<file path="config.mk">
export PLATFORM = sky130hd
export DESIGN_NAME = first_fit_block_allocator
export DESIGN_NICKNAME = d
export VERILOG_FILES = /design/src/rtl/core/ffba_pkg.sv /design/src/rtl/core/ffba_walker.sv /design/src/rtl/core/first_fit_block_allocator.sv
export SDC_FILE = /design/constraint.sdc
export NUM_CORES = 2
export LEC_CHECK = 0
export ABC_AREA = 1
export BUFFER_PORTS_ARGS = -buffer_cell sky130_fd_sc_hd__buf_2
export CAP_MARGIN = 20
export CORE_MARGIN = 10
export CORE_UTILIZATION = 50
export CTS_CLUSTER_SIZE = 8
export DETAILED_ROUTE_END_ITERATION = 16
export PLACE_DENSITY_LB_ADDON = 0.2
export SETUP_SLACK_MARGIN = 0.2
export SYNTH_ARGS = -nofsm -noshare
export SYNTH_HDL_FRONTEND = slang
export SYNTH_SLANG_ARGS = --single-unit
</file>
<file path="constraint.sdc">
create_clock -name clk -period 11.6 [get_ports clk]
set_input_delay 2.32 -clock clk [delete_from_list [all_inputs] [get_ports clk]]
set_output_delay 2.32 -clock clk [all_outputs]
set_load 0.01 [all_outputs]
</file>
<file path="src/rtl/core/ffba_pkg.sv">
// ----------------------------------------------------------------------------
// ffba_pkg
// Shared types and constants of the first-fit block allocator.
// ----------------------------------------------------------------------------
`default_nettype none

package ffba_pkg;

  localparam int OFS_W  = 16;
  localparam int SIZE_W = 17;
  localparam int ADDR_W = 32;
  localparam int STAT_W = 2;
  localparam int CFG_IDX_W = 1;

  localparam logic [SIZE_W-1:0] POOL_LIMIT = 17'h10000;
  localparam logic [SIZE_W-1:0] ALIGN_MASK = 17'd3;

  localparam logic [STAT_W-1:0] ST_DONE     = 2'd0;
  localparam logic [STAT_W-1:0] ST_NO_SPACE = 2'd1;
  localparam logic [STAT_W-1:0] ST_BAD      = 2'd2;

  localparam logic ACT_ALLOC = 1'b0;
  localparam logic ACT_FREE  = 1'b1;

  localparam logic [CFG_IDX_W-1:0] CFG_POOL_BASE = 1'b0;
  localparam logic [CFG_IDX_W-1:0] CFG_POOL_SIZE = 1'b1;

  typedef struct packed {
    logic [OFS_W-1:0]  start;
    logic [SIZE_W-1:0] length;
  } entry_t;

  typedef struct packed {
    logic              ready;
    logic [SIZE_W-1:0] pool_end;
    logic [ADDR_W-1:0] base_hdr;
  } cfg_t;

  typedef struct packed {
    logic [STAT_W-1:0] status;
    logic [ADDR_W-1:0] granted;
    logic [SIZE_W-1:0] used;
    logic [SIZE_W-1:0] peak;
  } result_t;

endpackage

`default_nettype wire

</file>
<file path="src/rtl/core/ffba_walker.sv">
// ----------------------------------------------------------------------------
// ffba_walker
// Block table memory and the sequencer that walks, inserts and removes entries.
// ----------------------------------------------------------------------------
`default_nettype none

module ffba_walker #(
  parameter int MAX_BLOCKS   = 64,
  parameter int HEADER_BYTES = 8
) (
  input  wire logic                          clk,
  input  wire logic                          rst,
  input  wire logic                          init,
  input  wire ffba_pkg::cfg_t                cfg,
  input  wire logic                          in_valid,
  output logic                               busy,
  input  wire logic                          action,
  input  wire logic [15:0]                   request_bytes,
  input  wire logic [ffba_pkg::ADDR_W-1:0]   block_address,
  output logic                               res_valid,
  output ffba_pkg::result_t                  res,
  input  wire logic                          res_take
);

  localparam int IDX_W = (MAX_BLOCKS > 1) ? $clog2(MAX_BLOCKS) : 1;
  localparam int CNT_W = $clog2(MAX_BLOCKS + 1);
  localparam int SW    = ffba_pkg::SIZE_W;

  localparam logic [2:0] S_IDLE = 3'd0;
  localparam logic [2:0] S_WALK = 3'd1;
  localparam logic [2:0] S_TAIL = 3'd2;
  localparam logic [2:0] S_SHUP = 3'd3;
  localparam logic [2:0] S_INS  = 3'd4;
  localparam logic [2:0] S_SHDN = 3'd5;
  localparam logic [2:0] S_RESP = 3'd6;

  ffba_pkg::entry_t mem [MAX_BLOCKS];
  ffba_pkg::entry_t rd_q;
  ffba_pkg::entry_t e;
  ffba_pkg::entry_t wr_data;
  logic             rd_head;
  logic             head_valid;
  logic             rd_en;
  logic [IDX_W-1:0] rd_addr;
  logic             wr_en;
  logic [IDX_W-1:0] wr_addr;

  logic [2:0]                  state;
  logic [CNT_W-1:0]            cnt;
  logic [SW-1:0]               used;
  logic [SW-1:0]               peak;
  logic                        is_free;
  logic [SW-1:0]               need;
  logic [ffba_pkg::ADDR_W-1:0] target_ofs;
  logic [IDX_W-1:0]            idx;
  logic [IDX_W-1:0]            ins;
  logic [ffba_pkg::OFS_W-1:0]  prev_start;
  logic [SW:0]                 prev_end;
  logic [SW+1:0]               prev_need_end;
  logic [SW-1:0]               prev_len;
  logic [IDX_W-1:0]            prev_idx;
  logic [ffba_pkg::STAT_W-1:0] res_status;
  logic [ffba_pkg::ADDR_W-1:0] res_granted;

  logic                        in_accept;
  logic                        bad_in;
  logic [SW-1:0]               need_in;
  logic [SW:0]                 e_end;
  logic [SW+1:0]               e_need_end;
  logic                        last;
  logic                        gap_ok;
  logic                        tail_ok;
  logic                        match;
  logic                        place_go;
  logic                        table_full;
  logic                        no_shift;
  logic [SW-1:0]               used_add;
  logic [SW-1:0]               used_sub;
  logic [SW-1:0]               peak_add;
  logic [CNT_W-1:0]            cnt_m1;

  assign busy      = (state != S_IDLE);
  assign in_accept = in_valid && (state == S_IDLE);
  assign need_in   = (SW'(request_bytes) + SW'(HEADER_BYTES) + ffba_pkg::ALIGN_MASK)
                     & ~ffba_pkg::ALIGN_MASK;
  assign bad_in    = !cfg.ready
                     || ((action == ffba_pkg::ACT_ALLOC) && (request_bytes == '0))
                     || ((action == ffba_pkg::ACT_FREE) && (block_address == '0));

  assign e          = rd_head ? '0 : rd_q;
  assign e_end      = (SW+1)'(e.start) + (SW+1)'(e.length);
  assign e_need_end = (SW+2)'(e_end) + (SW+2)'(need);
  assign last       = ((CNT_W'(idx) + CNT_W'(1)) == cnt);
  assign gap_ok     = (idx != '0) && ((SW+2)'(e.start) >= prev_need_end);
  assign tail_ok    = ((SW+2)'(cfg.pool_end) >= prev_need_end);
  assign match      = (ffba_pkg::ADDR_W'(e.start) == target_ofs);
  assign place_go   = ((state == S_WALK) && !is_free && gap_ok)
                      || ((state == S_TAIL) && tail_ok);
  assign table_full = (cnt == CNT_W'(MAX_BLOCKS));
  assign no_shift   = ((CNT_W'(prev_idx) + CNT_W'(1)) == cnt);
  assign used_add   = used + need;
  assign used_sub   = (used >= e.length) ? (used - e.length) : '0;
  assign peak_add   = (used_add > peak) ? used_add : peak;
  assign cnt_m1     = cnt - CNT_W'(1);

  assign res_valid   = (state == S_RESP);
  assign res.status  = res_status;
  assign res.granted = res_granted;
  assign res.used    = used;
  assign res.peak    = peak;

  // memory port control
  always_comb begin
    rd_en   = 1'b0;
    rd_addr = '0;
    wr_en   = 1'b0;
    wr_addr = '0;
    wr_data = '0;
    unique case (state) inside
      S_IDLE: begin
        if (in_accept && !bad_in) begin
          rd_en = 1'b1;
        end
      end
      S_WALK, S_TAIL: begin
        if (place_go) begin
          if (prev_len == '0) begin
            wr_en         = 1'b1;
            wr_addr       = prev_idx;
            wr_data.start = prev_start;
            wr_data.length = need;
          end else if (!table_full && !no_shift) begin
            rd_en   = 1'b1;
            rd_addr = cnt_m1[IDX_W-1:0];
          end
        end else if (state == S_WALK) begin
          if (is_free && match && (idx == '0)) begin
            wr_en = 1'b1;
          end else if (!last) begin
            rd_en   = 1'b1;
            rd_addr = idx + IDX_W'(1);
          end
        end
      end
      S_SHUP: begin
        wr_en   = 1'b1;
        wr_addr = idx + IDX_W'(1);
        wr_data = e;
        if (idx != ins) begin
          rd_en   = 1'b1;
          rd_addr = idx - IDX_W'(1);
        end
      end
      S_INS: begin
        wr_en          = 1'b1;
        wr_addr        = ins;
        wr_data.start  = prev_end[ffba_pkg::OFS_W-1:0];
        wr_data.length = need;
      end
      S_SHDN: begin
        wr_en   = 1'b1;
        wr_addr = idx - IDX_W'(1);
        wr_data = e;
        if (!last) begin
          rd_en   = 1'b1;
          rd_addr = idx + IDX_W'(1);
        end
      end
      S_RESP: begin
      end
      default: begin
      end
    endcase
  end

  always_ff @(posedge clk) begin
    if (wr_en) begin
      mem[wr_addr] <= wr_data;
    end
    if (rd_en) begin
      rd_q    <= mem[rd_addr];
      rd_head <= (rd_addr == '0) && !head_valid;
    end
  end

  always_ff @(posedge clk) begin
    if (rst || init) begin
      head_valid <= 1'b0;
    end else if (wr_en && (wr_addr == '0)) begin
      head_valid <= 1'b1;
    end
  end

  always_ff @(posedge clk) begin
    if (rst) begin
      state <= S_IDLE;
      cnt   <= CNT_W'(1);
      used  <= '0;
      peak  <= '0;
    end else if (init) begin
      cnt  <= CNT_W'(1);
      used <= '0;
      peak <= '0;
    end else begin
      unique case (state) inside
        S_IDLE: begin
          if (in_accept) begin
            is_free     <= (action == ffba_pkg::ACT_FREE);
            need        <= need_in;
            target_ofs  <= block_address - cfg.base_hdr;
            idx         <= '0;
            res_granted <= '0;
            if (bad_in) begin
              res_status <= ffba_pkg::ST_BAD;
              state      <= S_RESP;
            end else begin
              state <= S_WALK;
            end
          end
        end
        S_WALK, S_TAIL: begin
          if (place_go) begin
            if (prev_len == '0) begin
              used        <= used_add;
              peak        <= peak_add;
              res_status  <= ffba_pkg::ST_DONE;
              res_granted <= cfg.base_hdr + ffba_pkg::ADDR_W'(prev_start);
              state       <= S_RESP;
            end else if (table_full) begin
              res_status <= ffba_pkg::ST_NO_SPACE;
              state      <= S_RESP;
            end else begin
              used        <= used_add;
              peak        <= peak_add;
              res_status  <= ffba_pkg::ST_DONE;
              res_granted <= cfg.base_hdr + ffba_pkg::ADDR_W'(prev_end);
              ins         <= prev_idx + IDX_W'(1);
              if (no_shift) begin
                state <= S_INS;
              end else begin
                idx   <= cnt_m1[IDX_W-1:0];
                state <= S_SHUP;
              end
            end
          end else if (state == S_TAIL) begin
            res_status <= ffba_pkg::ST_NO_SPACE;
            state      <= S_RESP;
          end else if (!is_free) begin
            prev_start    <= e.start;
            prev_end      <= e_end;
            prev_need_end <= e_need_end;
            prev_len      <= e.length;
            prev_idx      <= idx;
            if (last) begin
              state <= S_TAIL;
            end else begin
              idx <= idx + IDX_W'(1);
            end
          end else if (match) begin
            used       <= used_sub;
            res_status <= ffba_pkg::ST_DONE;
            if (idx == '0) begin
              state <= S_RESP;
            end else if (last) begin
              cnt   <= cnt_m1;
              state <= S_RESP;
            end else begin
              idx   <= idx + IDX_W'(1);
              state <= S_SHDN;
            end
          end else if (last) begin
            res_status <= ffba_pkg::ST_BAD;
            state      <= S_RESP;
          end else begin
            idx <= idx + IDX_W'(1);
          end
        end
        S_SHUP: begin
          if (idx == ins) begin
            state <= S_INS;
          end else begin
            idx <= idx - IDX_W'(1);
          end
        end
        S_INS: begin
          cnt   <= cnt + CNT_W'(1);
          state <= S_RESP;
        end
        S_SHDN: begin
          if (last) begin
            cnt   <= cnt_m1;
            state <= S_RESP;
          end else begin
            idx <= idx + IDX_W'(1);
          end
        end
        S_RESP: begin
          if (res_take) begin
            state <= S_IDLE;
          end
        end
        default: begin
          state <= S_IDLE;
        end
      endcase
    end
  end

`ifndef SYNTH
  a_cnt_range: assert property (@(posedge clk) disable iff (rst)
    (cnt != '0) && (cnt <= CNT_W'(MAX_BLOCKS)))
    else $error("block count out of range");

  a_peak_ge_used: assert property (@(posedge clk) disable iff (rst)
    peak >= used)
    else $error("peak below used bytes");

  a_take_to_idle: assert property (@(posedge clk) disable iff (rst)
    (res_valid && res_take && !init) |=> (state == S_IDLE))
    else $error("result transfer did not release the sequencer");

  a_no_write_idle: assert property (@(posedge clk) disable iff (rst)
    wr_en |-> (state != S_IDLE) && (state != S_RESP))
    else $error("table write outside an operation");

  a_shift_no_head: assert property (@(posedge clk) disable iff (rst)
    (wr_en && ((state == S_SHUP) || (state == S_SHDN) || (state == S_INS)))
      |-> (wr_addr != '0))
    else $error("shift or insert wrote the head entry");
`endif

endmodule

`default_nettype wire

</file>
<file path="src/rtl/core/first_fit_block_allocator.sv">
// ----------------------------------------------------------------------------
// first_fit_block_allocator
// First-fit allocator over a byte pool with an address-ordered block table.
// ----------------------------------------------------------------------------
//  channel   handshake               payload
//  in        in_valid / in_stall     action, request_bytes, block_address
//  out       out_valid / out_stall   status, granted_address, used_bytes, peak_bytes
//  cfg       cfg_valid / cfg_ready   cfg_index, cfg_data
//
//  One table read per cycle walks the list; the shift on remove continues
//  from where the walk stopped, and the shift on insert runs down from the
//  table end to the new slot, one read/write per cycle. One item is in
//  work at a time; the output register lets the next item enter while a
//  result waits on out_stall. Reset and every cfg transfer empty the table
//  (head entry only, no clearing pass); input stalls in a cfg transfer cycle.
// ----------------------------------------------------------------------------
`default_nettype none

module first_fit_block_allocator #(
  parameter int MAX_BLOCKS       = 64,
  parameter int HEADER_BYTES     = 8,
  parameter int END_MARKER_BYTES = 4
) (
  input  wire logic                             clk,
  input  wire logic                             rst,
  input  wire logic                             in_valid,
  output logic                                  in_stall,
  input  wire logic                             action,
  input  wire logic [15:0]                      request_bytes,
  input  wire logic [ffba_pkg::ADDR_W-1:0]      block_address,
  output logic                                  out_valid,
  input  wire logic                             out_stall,
  output logic [ffba_pkg::STAT_W-1:0]           status,
  output logic [ffba_pkg::ADDR_W-1:0]           granted_address,
  output logic [ffba_pkg::SIZE_W-1:0]           used_bytes,
  output logic [ffba_pkg::SIZE_W-1:0]           peak_bytes,
  input  wire logic                             cfg_valid,
  output logic                                  cfg_ready,
  input  wire logic [ffba_pkg::CFG_IDX_W-1:0]   cfg_index,
  input  wire logic [ffba_pkg::ADDR_W-1:0]      cfg_data
);

  localparam int SW = ffba_pkg::SIZE_W;

  logic [ffba_pkg::ADDR_W-1:0] pool_base;
  logic [ffba_pkg::ADDR_W-1:0] base_hdr;
  logic [SW-1:0]               pool_size;
  logic [SW-1:0]               eff_size;
  logic                        init;
  logic                        busy;
  logic                        res_valid;
  logic                        res_take;
  ffba_pkg::cfg_t              cfg;
  ffba_pkg::result_t           res;

  assign cfg_ready = 1'b1;
  assign init      = cfg_valid && cfg_ready;
  assign in_stall  = busy || init;

  assign eff_size     = (pool_size > ffba_pkg::POOL_LIMIT) ? ffba_pkg::POOL_LIMIT : pool_size;
  assign cfg.ready    = (pool_base != '0) && (eff_size >= SW'(HEADER_BYTES))
                        && (eff_size >= SW'(END_MARKER_BYTES));
  assign cfg.pool_end = eff_size - SW'(END_MARKER_BYTES);
  assign cfg.base_hdr = base_hdr;

  always_ff @(posedge clk) begin
    if (rst) begin
      pool_base <= '0;
      base_hdr  <= ffba_pkg::ADDR_W'(HEADER_BYTES);
      pool_size <= '0;
    end else if (init) begin
      unique case (cfg_index)
        ffba_pkg::CFG_POOL_BASE: begin
          pool_base <= cfg_data;
          base_hdr  <= cfg_data + ffba_pkg::ADDR_W'(HEADER_BYTES);
        end
        ffba_pkg::CFG_POOL_SIZE: begin
          pool_size <= cfg_data[SW-1:0];
        end
        default: begin
        end
      endcase
    end
  end

  ffba_walker #(
    .MAX_BLOCKS   (MAX_BLOCKS),
    .HEADER_BYTES (HEADER_BYTES)
  ) u_walker (
    .clk           (clk),
    .rst           (rst),
    .init          (init),
    .cfg           (cfg),
    .in_valid      (in_valid),
    .busy          (busy),
    .action        (action),
    .request_bytes (request_bytes),
    .block_address (block_address),
    .res_valid     (res_valid),
    .res           (res),
    .res_take      (res_take)
  );

  // load the output register when empty or when its transfer completes
  assign res_take = res_valid && (!out_valid || !out_stall);

  always_ff @(posedge clk) begin
    if (rst) begin
      out_valid <= 1'b0;
    end else if (res_take) begin
      out_valid <= 1'b1;
    end else if (!out_stall) begin
      out_valid <= 1'b0;
    end
  end

  always_ff @(posedge clk) begin
    if (res_take) begin
      status          <= res.status;
      granted_address <= res.granted;
      used_bytes      <= res.used;
      peak_bytes      <= res.peak;
    end
  end

endmodule

`default_nettype wire

</file>
After elaboration in Yosys (flattened, before gate mapping). Memory sizes are Yosys's and may differ from the RTL's. A register that Yosys moved wholly into a read port is not among the register bits. Index checks and enable logic that the tools add are counted.

Output and inout bits: 71. Bits in registers: 366. Bits in writable memories: 2112. Logic and storage cells: 252. Memories: 1.

Reduce and logical (&&, ||, !) cells: 61. Order comparisons: 7. Muxes and demuxes: 94. Equality and inequality tests: 36. Bitwise logic cells: 9. $add $sub $neg: 18.

Memories: u_walker.mem (words 64, width 33, read ports 1, clocked after Yosys merged registers in 1, wr ports 1, line ffba_walker.sv:37) `ffba_pkg::entry_t mem [MAX_BLOCKS];`.

Operator list (count): 17-bit 2-to-1 mux (11); 32-bit 2-to-1 mux (4); 6-bit 2-to-1 mux (20); 33-bit 2-to-1 mux (3); 33-bit case mux with 3 select lines (1); 32-bit case mux with 2 select lines (1); 6-bit case mux with 4 select lines (2); 3-bit 2-to-1 mux (14); 7-bit 2-to-1 mux (6); 32-bit by 16-bit adder with 32-bit output (1); 32-bit by 18-bit adder with 32-bit output (1); 32-bit by 4-bit adder with 32-bit output (second input constant) (1); 16-bit by 32-bit == test with 1-bit output (1); 32-bit logical NOT (1); 32-bit nonzero test (1); 32-bit subtractor (1); 6-bit AND reduction (4); 7-bit case mux with 3 select lines (1); 18-bit by 17-bit adder with 19-bit output (1); 16-bit by 19-bit greater-or-equal comparator with 1-bit output (1); 17-bit by 19-bit greater-or-equal comparator with 1-bit output (1); 16-bit by 17-bit adder with 18-bit output (1); 6-bit logical NOT (3); 2-bit 2-to-1 mux (9); other kinds (54) (135).

Logic depth before layout (Yosys ltp).
Depth after elaboration: 12. Gate-level depth with buffers: 42. Mapped depth without buffers: 40.

Cells and area by module. From an unflattened synthesis, not the netlist that was laid out.

Cells, all modules: 10369. Area, all modules: 111014.0 um^2.

Modules (own cells, without submodules): ffba_walker (cells each 9699, instances 1, area an instance 104809.3 um^2); first_fit_block_allocator (cells each 670, instances 1, area an instance 6204.7 um^2).

Worst setup path before layout. No wires, ideal clock.

Path type: in2reg. From: input port cfg_valid. To: register u_walker.prev_end[10], enable pin. Setup slack: 4.839 ns. Cell stages on the path: 5. Arrival time: 6.253 ns. Buffers on the path: 2. Library setup time: 0.507 ns. Cells stage by stage: nor2_1 clkbuf_1 clkinv_1 clkbuf_1 nor2_1.

Longest elaborated chain between the ends: 2.

Ends and longest elaborated chain: start: declaration (line first_fit_block_allocator.sv:37) `input wire logic cfg_valid,`; 1-bit NOT (no source line); 6-bit AND reduction (no source line); end signal: assignment (line ffba_walker.sv:250) `prev_end <= e_end;`; end: declaration (line ffba_walker.sv:58) `logic [SW:0] prev_end;`.

No other way between the ends. A chain may end at the register's enable or synchronous reset.

Final worst setup path.
From: register pool_size[0]. To: register u_walker.rd_q[19] (netlist name).

Longest elaborated chain between the ends: 12. Elaborated cells between the ends (all ways): 20.

Ends and longest elaborated chain: start: declaration (line first_fit_block_allocator.sv:47) `logic [SW-1:0] pool_size;`; start signal: assignment (line first_fit_block_allocator.sv:78) `pool_size <= cfg_data[SW-1:0];`; 17-bit greater-than comparator (line first_fit_block_allocator.sv:60) `assign eff_size = (pool_size > ffba_pkg::POOL_LIMIT) ? ffba_pkg::POOL_LIMIT : pool_size;`; 17-bit 2-to-1 mux (*) (line first_fit_block_allocator.sv:60); parallel branches: the longest is 10 deep, another holds 17-bit by 19-bit greater-or-equal comparator with 1-bit output.

Every way passes the cells marked *.

==> impl_metrics.yaml <==
yosys:
  synth_edf_count: 2382
  ys_seq_elements: 2506
  yosysSeqAreaShare: 0.663
  yosys_warnings: 0
  synth_area_per_cell_um2: 10.6
  async_flop_share: 0
  synth_fp_nets: 10800
  ys_types: 63
  synth_ff_type: "edfxtp_1"
  synthesis.area_um2: 112000
  synth_cells: 10500
clocking:
  cts_buffers: 364
  clkSlewWorstSetupHoldPaths_ns: 0.05
  postCtsResizedCells: 0
  clock_path_buffers: 4
  htreeDepth: 5
  insertion_delay_ns: 0.98
  cts_tree: "yes"
  clock-sinks: 2506
  cts_setup_buffers: 0
  cts-root-buf: "clkbuf_16"
  postCtsHoldBufs: 0
status:
  status: "complete, no violations"
sta:
  hold_viol_final: 0
  finalSetupViolCount: 0
  maxSlewViolCount: 0
  rsz0062_at_grt: "false"
  worstMarginPinSlew_ns: 1.16
  relSlewSlack: 0.220
  skew_ns: 0.0856
  setup_tns_ns: 0
  hold_ws_ns: 0.410
  period_share: 0.738
  period_needed_ns: 8.57
  fmax_ghz: 0.117
routing:
  routed_wirelength_mm: 350
  final_antenna_net_count: 0
  wire_per_inst_um: 25.5
  drc_errors: 0
  dr.pass1.iters: 6
  avgViaCountPerCell: 5.92
  via_count: 81300
  drt_iter0_drc: 10700
pwr:
  comb_power_share: 0.161
  p_sw_frac: 0.280
  p_leak_nw: 48.5
  p_int_mw: 16.8
  power_density_nw_per_um2: 185
  peakVddDrop_mv: 0.161
  pwr-share-clk: 0.397
  seq_power_share: 0.442
  netSwitchingPower_mw: 6.52
hold_path:
  hold_path_depth: 0
  min-delay-start: "u_walker.res_granted[13]"
  min_to: "granted_address[13]"
  hold_class: "flop to flop"
critical_path:
  cp_max_fo: 136
  critPathKind: "flop to flop"
  cp-end-kind: "flop"
  arrival_ns: 9.38
  start_kind: "flop"
  r2r_end: "u_walker.rd_q[19]"
  slowest_stage: "nand2_8"
  rrSetupSlack_ns: 3.03
  crit_top_cell: "nand2_1"
  reg2reg_depth: 38
  regToRegStartpoint: "pool_size[0]"
  crit_required_ns: 12.41
  critPathMaxStageDelay_ns: 0.76
floorplan:
  fp.coreArea_um2: 222000
  fp.dieArea_um2: 242000
  dieWidth_um: 492
  io_pins: 158
  std_cell_rows: 173
  die_h_um: 492
  floorplan.initialDensity: 0.502
flow_run:
  max_cap_viol_count: 0
global_route:
  antenna_found_initial: 23
  grt_pass1_vias: 77200
  grt_start_max_net_pins: 167
  grt_pass1_wl_mm: 513
  gr-total-overflow: 0
  track_usage: 0.279
place:
  place.gp.congestion: 0.930
  hpwl_mm: 195
  portBuffers: 156
layout:
  fin_nets: 10900
  syn2layout_area_growth_pct: 12.5
  drive_gt1_frac: 0.0818
  final_cell_mix: "3165 x nand2_1, 2382 x edfxtp_1, 1967 x nand3_1"
  multi_input_area_um2: 33100
  mostFrequentLayoutCell: "nand2_1"
  regArea_um2: 74000
  fillers: 18600
[flip-flops by register name (all words and copies together) (netlist names), 7 cells and up]
name and flops:
granted_address 32, u_walker.mem 2112, base_hdr 29, used_bytes 17, u_walker.target_ofs 32, pool_size 17
peak_bytes 17, u_walker.prev_need_end 19, u_walker.res_granted 32, u_walker.peak 17, u_walker.cnt 7, u_walker.prev_start 16
u_walker.need 15, u_walker.prev_len 17, u_walker.prev_end 16, pool_base 32, u_walker.used 17, u_walker.rd_q 33
[metal layers]
layer | wire [um] | up-vias | part of all wire | track usage
li1 | - | 36600 | - | -
met1 | 141000 | 39300 | 0.40 | 0.388
met2 | 158000 | 4580 | 0.45 | 0.431
met3 | 34200 | 832 | 0.098 | 0.0501
met4 | 16600 | 4 | 0.047 | 0.124
met5 | 29 | - | 0.000083 | 0
[logic make-up after synthesis]
kind of cell,after synthesis,share of synthesized area
compound gates,707,0.0351
fa+ha+maj,179,0.0205
flops,2506,0.663
buf+inv,1264,0.0489
xor+xnor,117,0.00918
other cells,1,0.0000336
simple gates,5775,0.223
[worst max path at each step]
stage / slack (ns) / from / cells past startpoint / endpoint
6_report: 3.03 / pool_size[0] / 38 / u_walker.rd_q[19]
4_1_cts: 3.06 / pool_size[8] / 38 / u_walker.rd_q[19]
2_1_floorplan: 4.84 / cfg_valid / 5 / u_walker.prev_end[10]
5_1_grt: 2.41 / pool_size[11] / 38 / u_walker.rd_q[19]
3_5_place_dp: 3.09 / pool_size[8] / 38 / u_walker.rd_q[19]
3_3_place_gp: 2.93 / pool_size[8] / 38 / u_walker.rd_q[19]
[stage by stage]
stage | std cells | instance area (um2) | utilization | total power [mW] | worst slack (ns)
2_1_floorplan | 10500 | 112000 | - | 12.8 | 4.84
3_3_place_gp | 13300 | 116000 | 0.522 | 14.1 | 2.93
3_5_place_dp | 13300 | 116000 | 0.522 | 14.1 | 3.09
4_1_cts | 13700 | 125000 | 0.565 | 23.3 | 3.06
5_1_grt | 13700 | 126000 | 0.565 | 24.1 | 2.41
6_report | 13700 | 126000 | 0.565 | 23.3 | 3.03
[cells in the mapped netlist, drive strengths merged, types with 7 or more instances]
cell type,number,share of area
a22oi,18,0.0012
o211ai,26,0.0017
o21a,9,0.00061
nor4,28,0.0016
dfxtp,124,0.022
clkbuf,164,0.0055
xor2,82,0.0064
or2,9,0.00050
edfxtp,2382,0.64
o22ai,8,0.00045
nor2,392,0.013
nor3,63,0.0029
o221ai,7,0.00055
xnor2,35,0.0027
inv,680,0.023
nand3b,88,0.0060
nand3,1969,0.088
buf,414,0.020
nand4,41,0.0024
nand2,3171,0.11
a211oi,16,0.0011
ha,173,0.019
a21oi,286,0.013
a31oi,24,0.0013
o21ai,270,0.012
a21boi,17,0.0011
[power groups by stage]
stage	sequential, mW	combinational, mW	clock (mW)
floorplan	10.4	2.42	0
global placement	10.4	3.64	0
detailed placement	10.4	3.68	0
CTS	10.3	3.70	9.34
global route	10.3	4.09	9.70
finish	10.3	3.76	9.24
[critical path: cells and delay by family (launching register included)]
family	cells	cell delay (ns)
AND/OR/NAND/NOR	28	5.30
buffers and inverters	7	1.76
adder cells (fa/ha/maj)	2	0.49
flip-flops	1	0.32
XOR/XNOR	1	0.17
[final cells by class]
cell class                      instances  share of cell area
Sequential cell                      2506               0.590
Multi-Input combinational cell       6779               0.264
Clock buffer                          419              0.0752
Tap cell                             2975              0.0297
Inverter                              686              0.0206
Timing Repair Buffer                  344              0.0203
Clock inverter                         10            0.000867
Antenna cell                           11            0.000219
(Power assumes the default switching activity.)
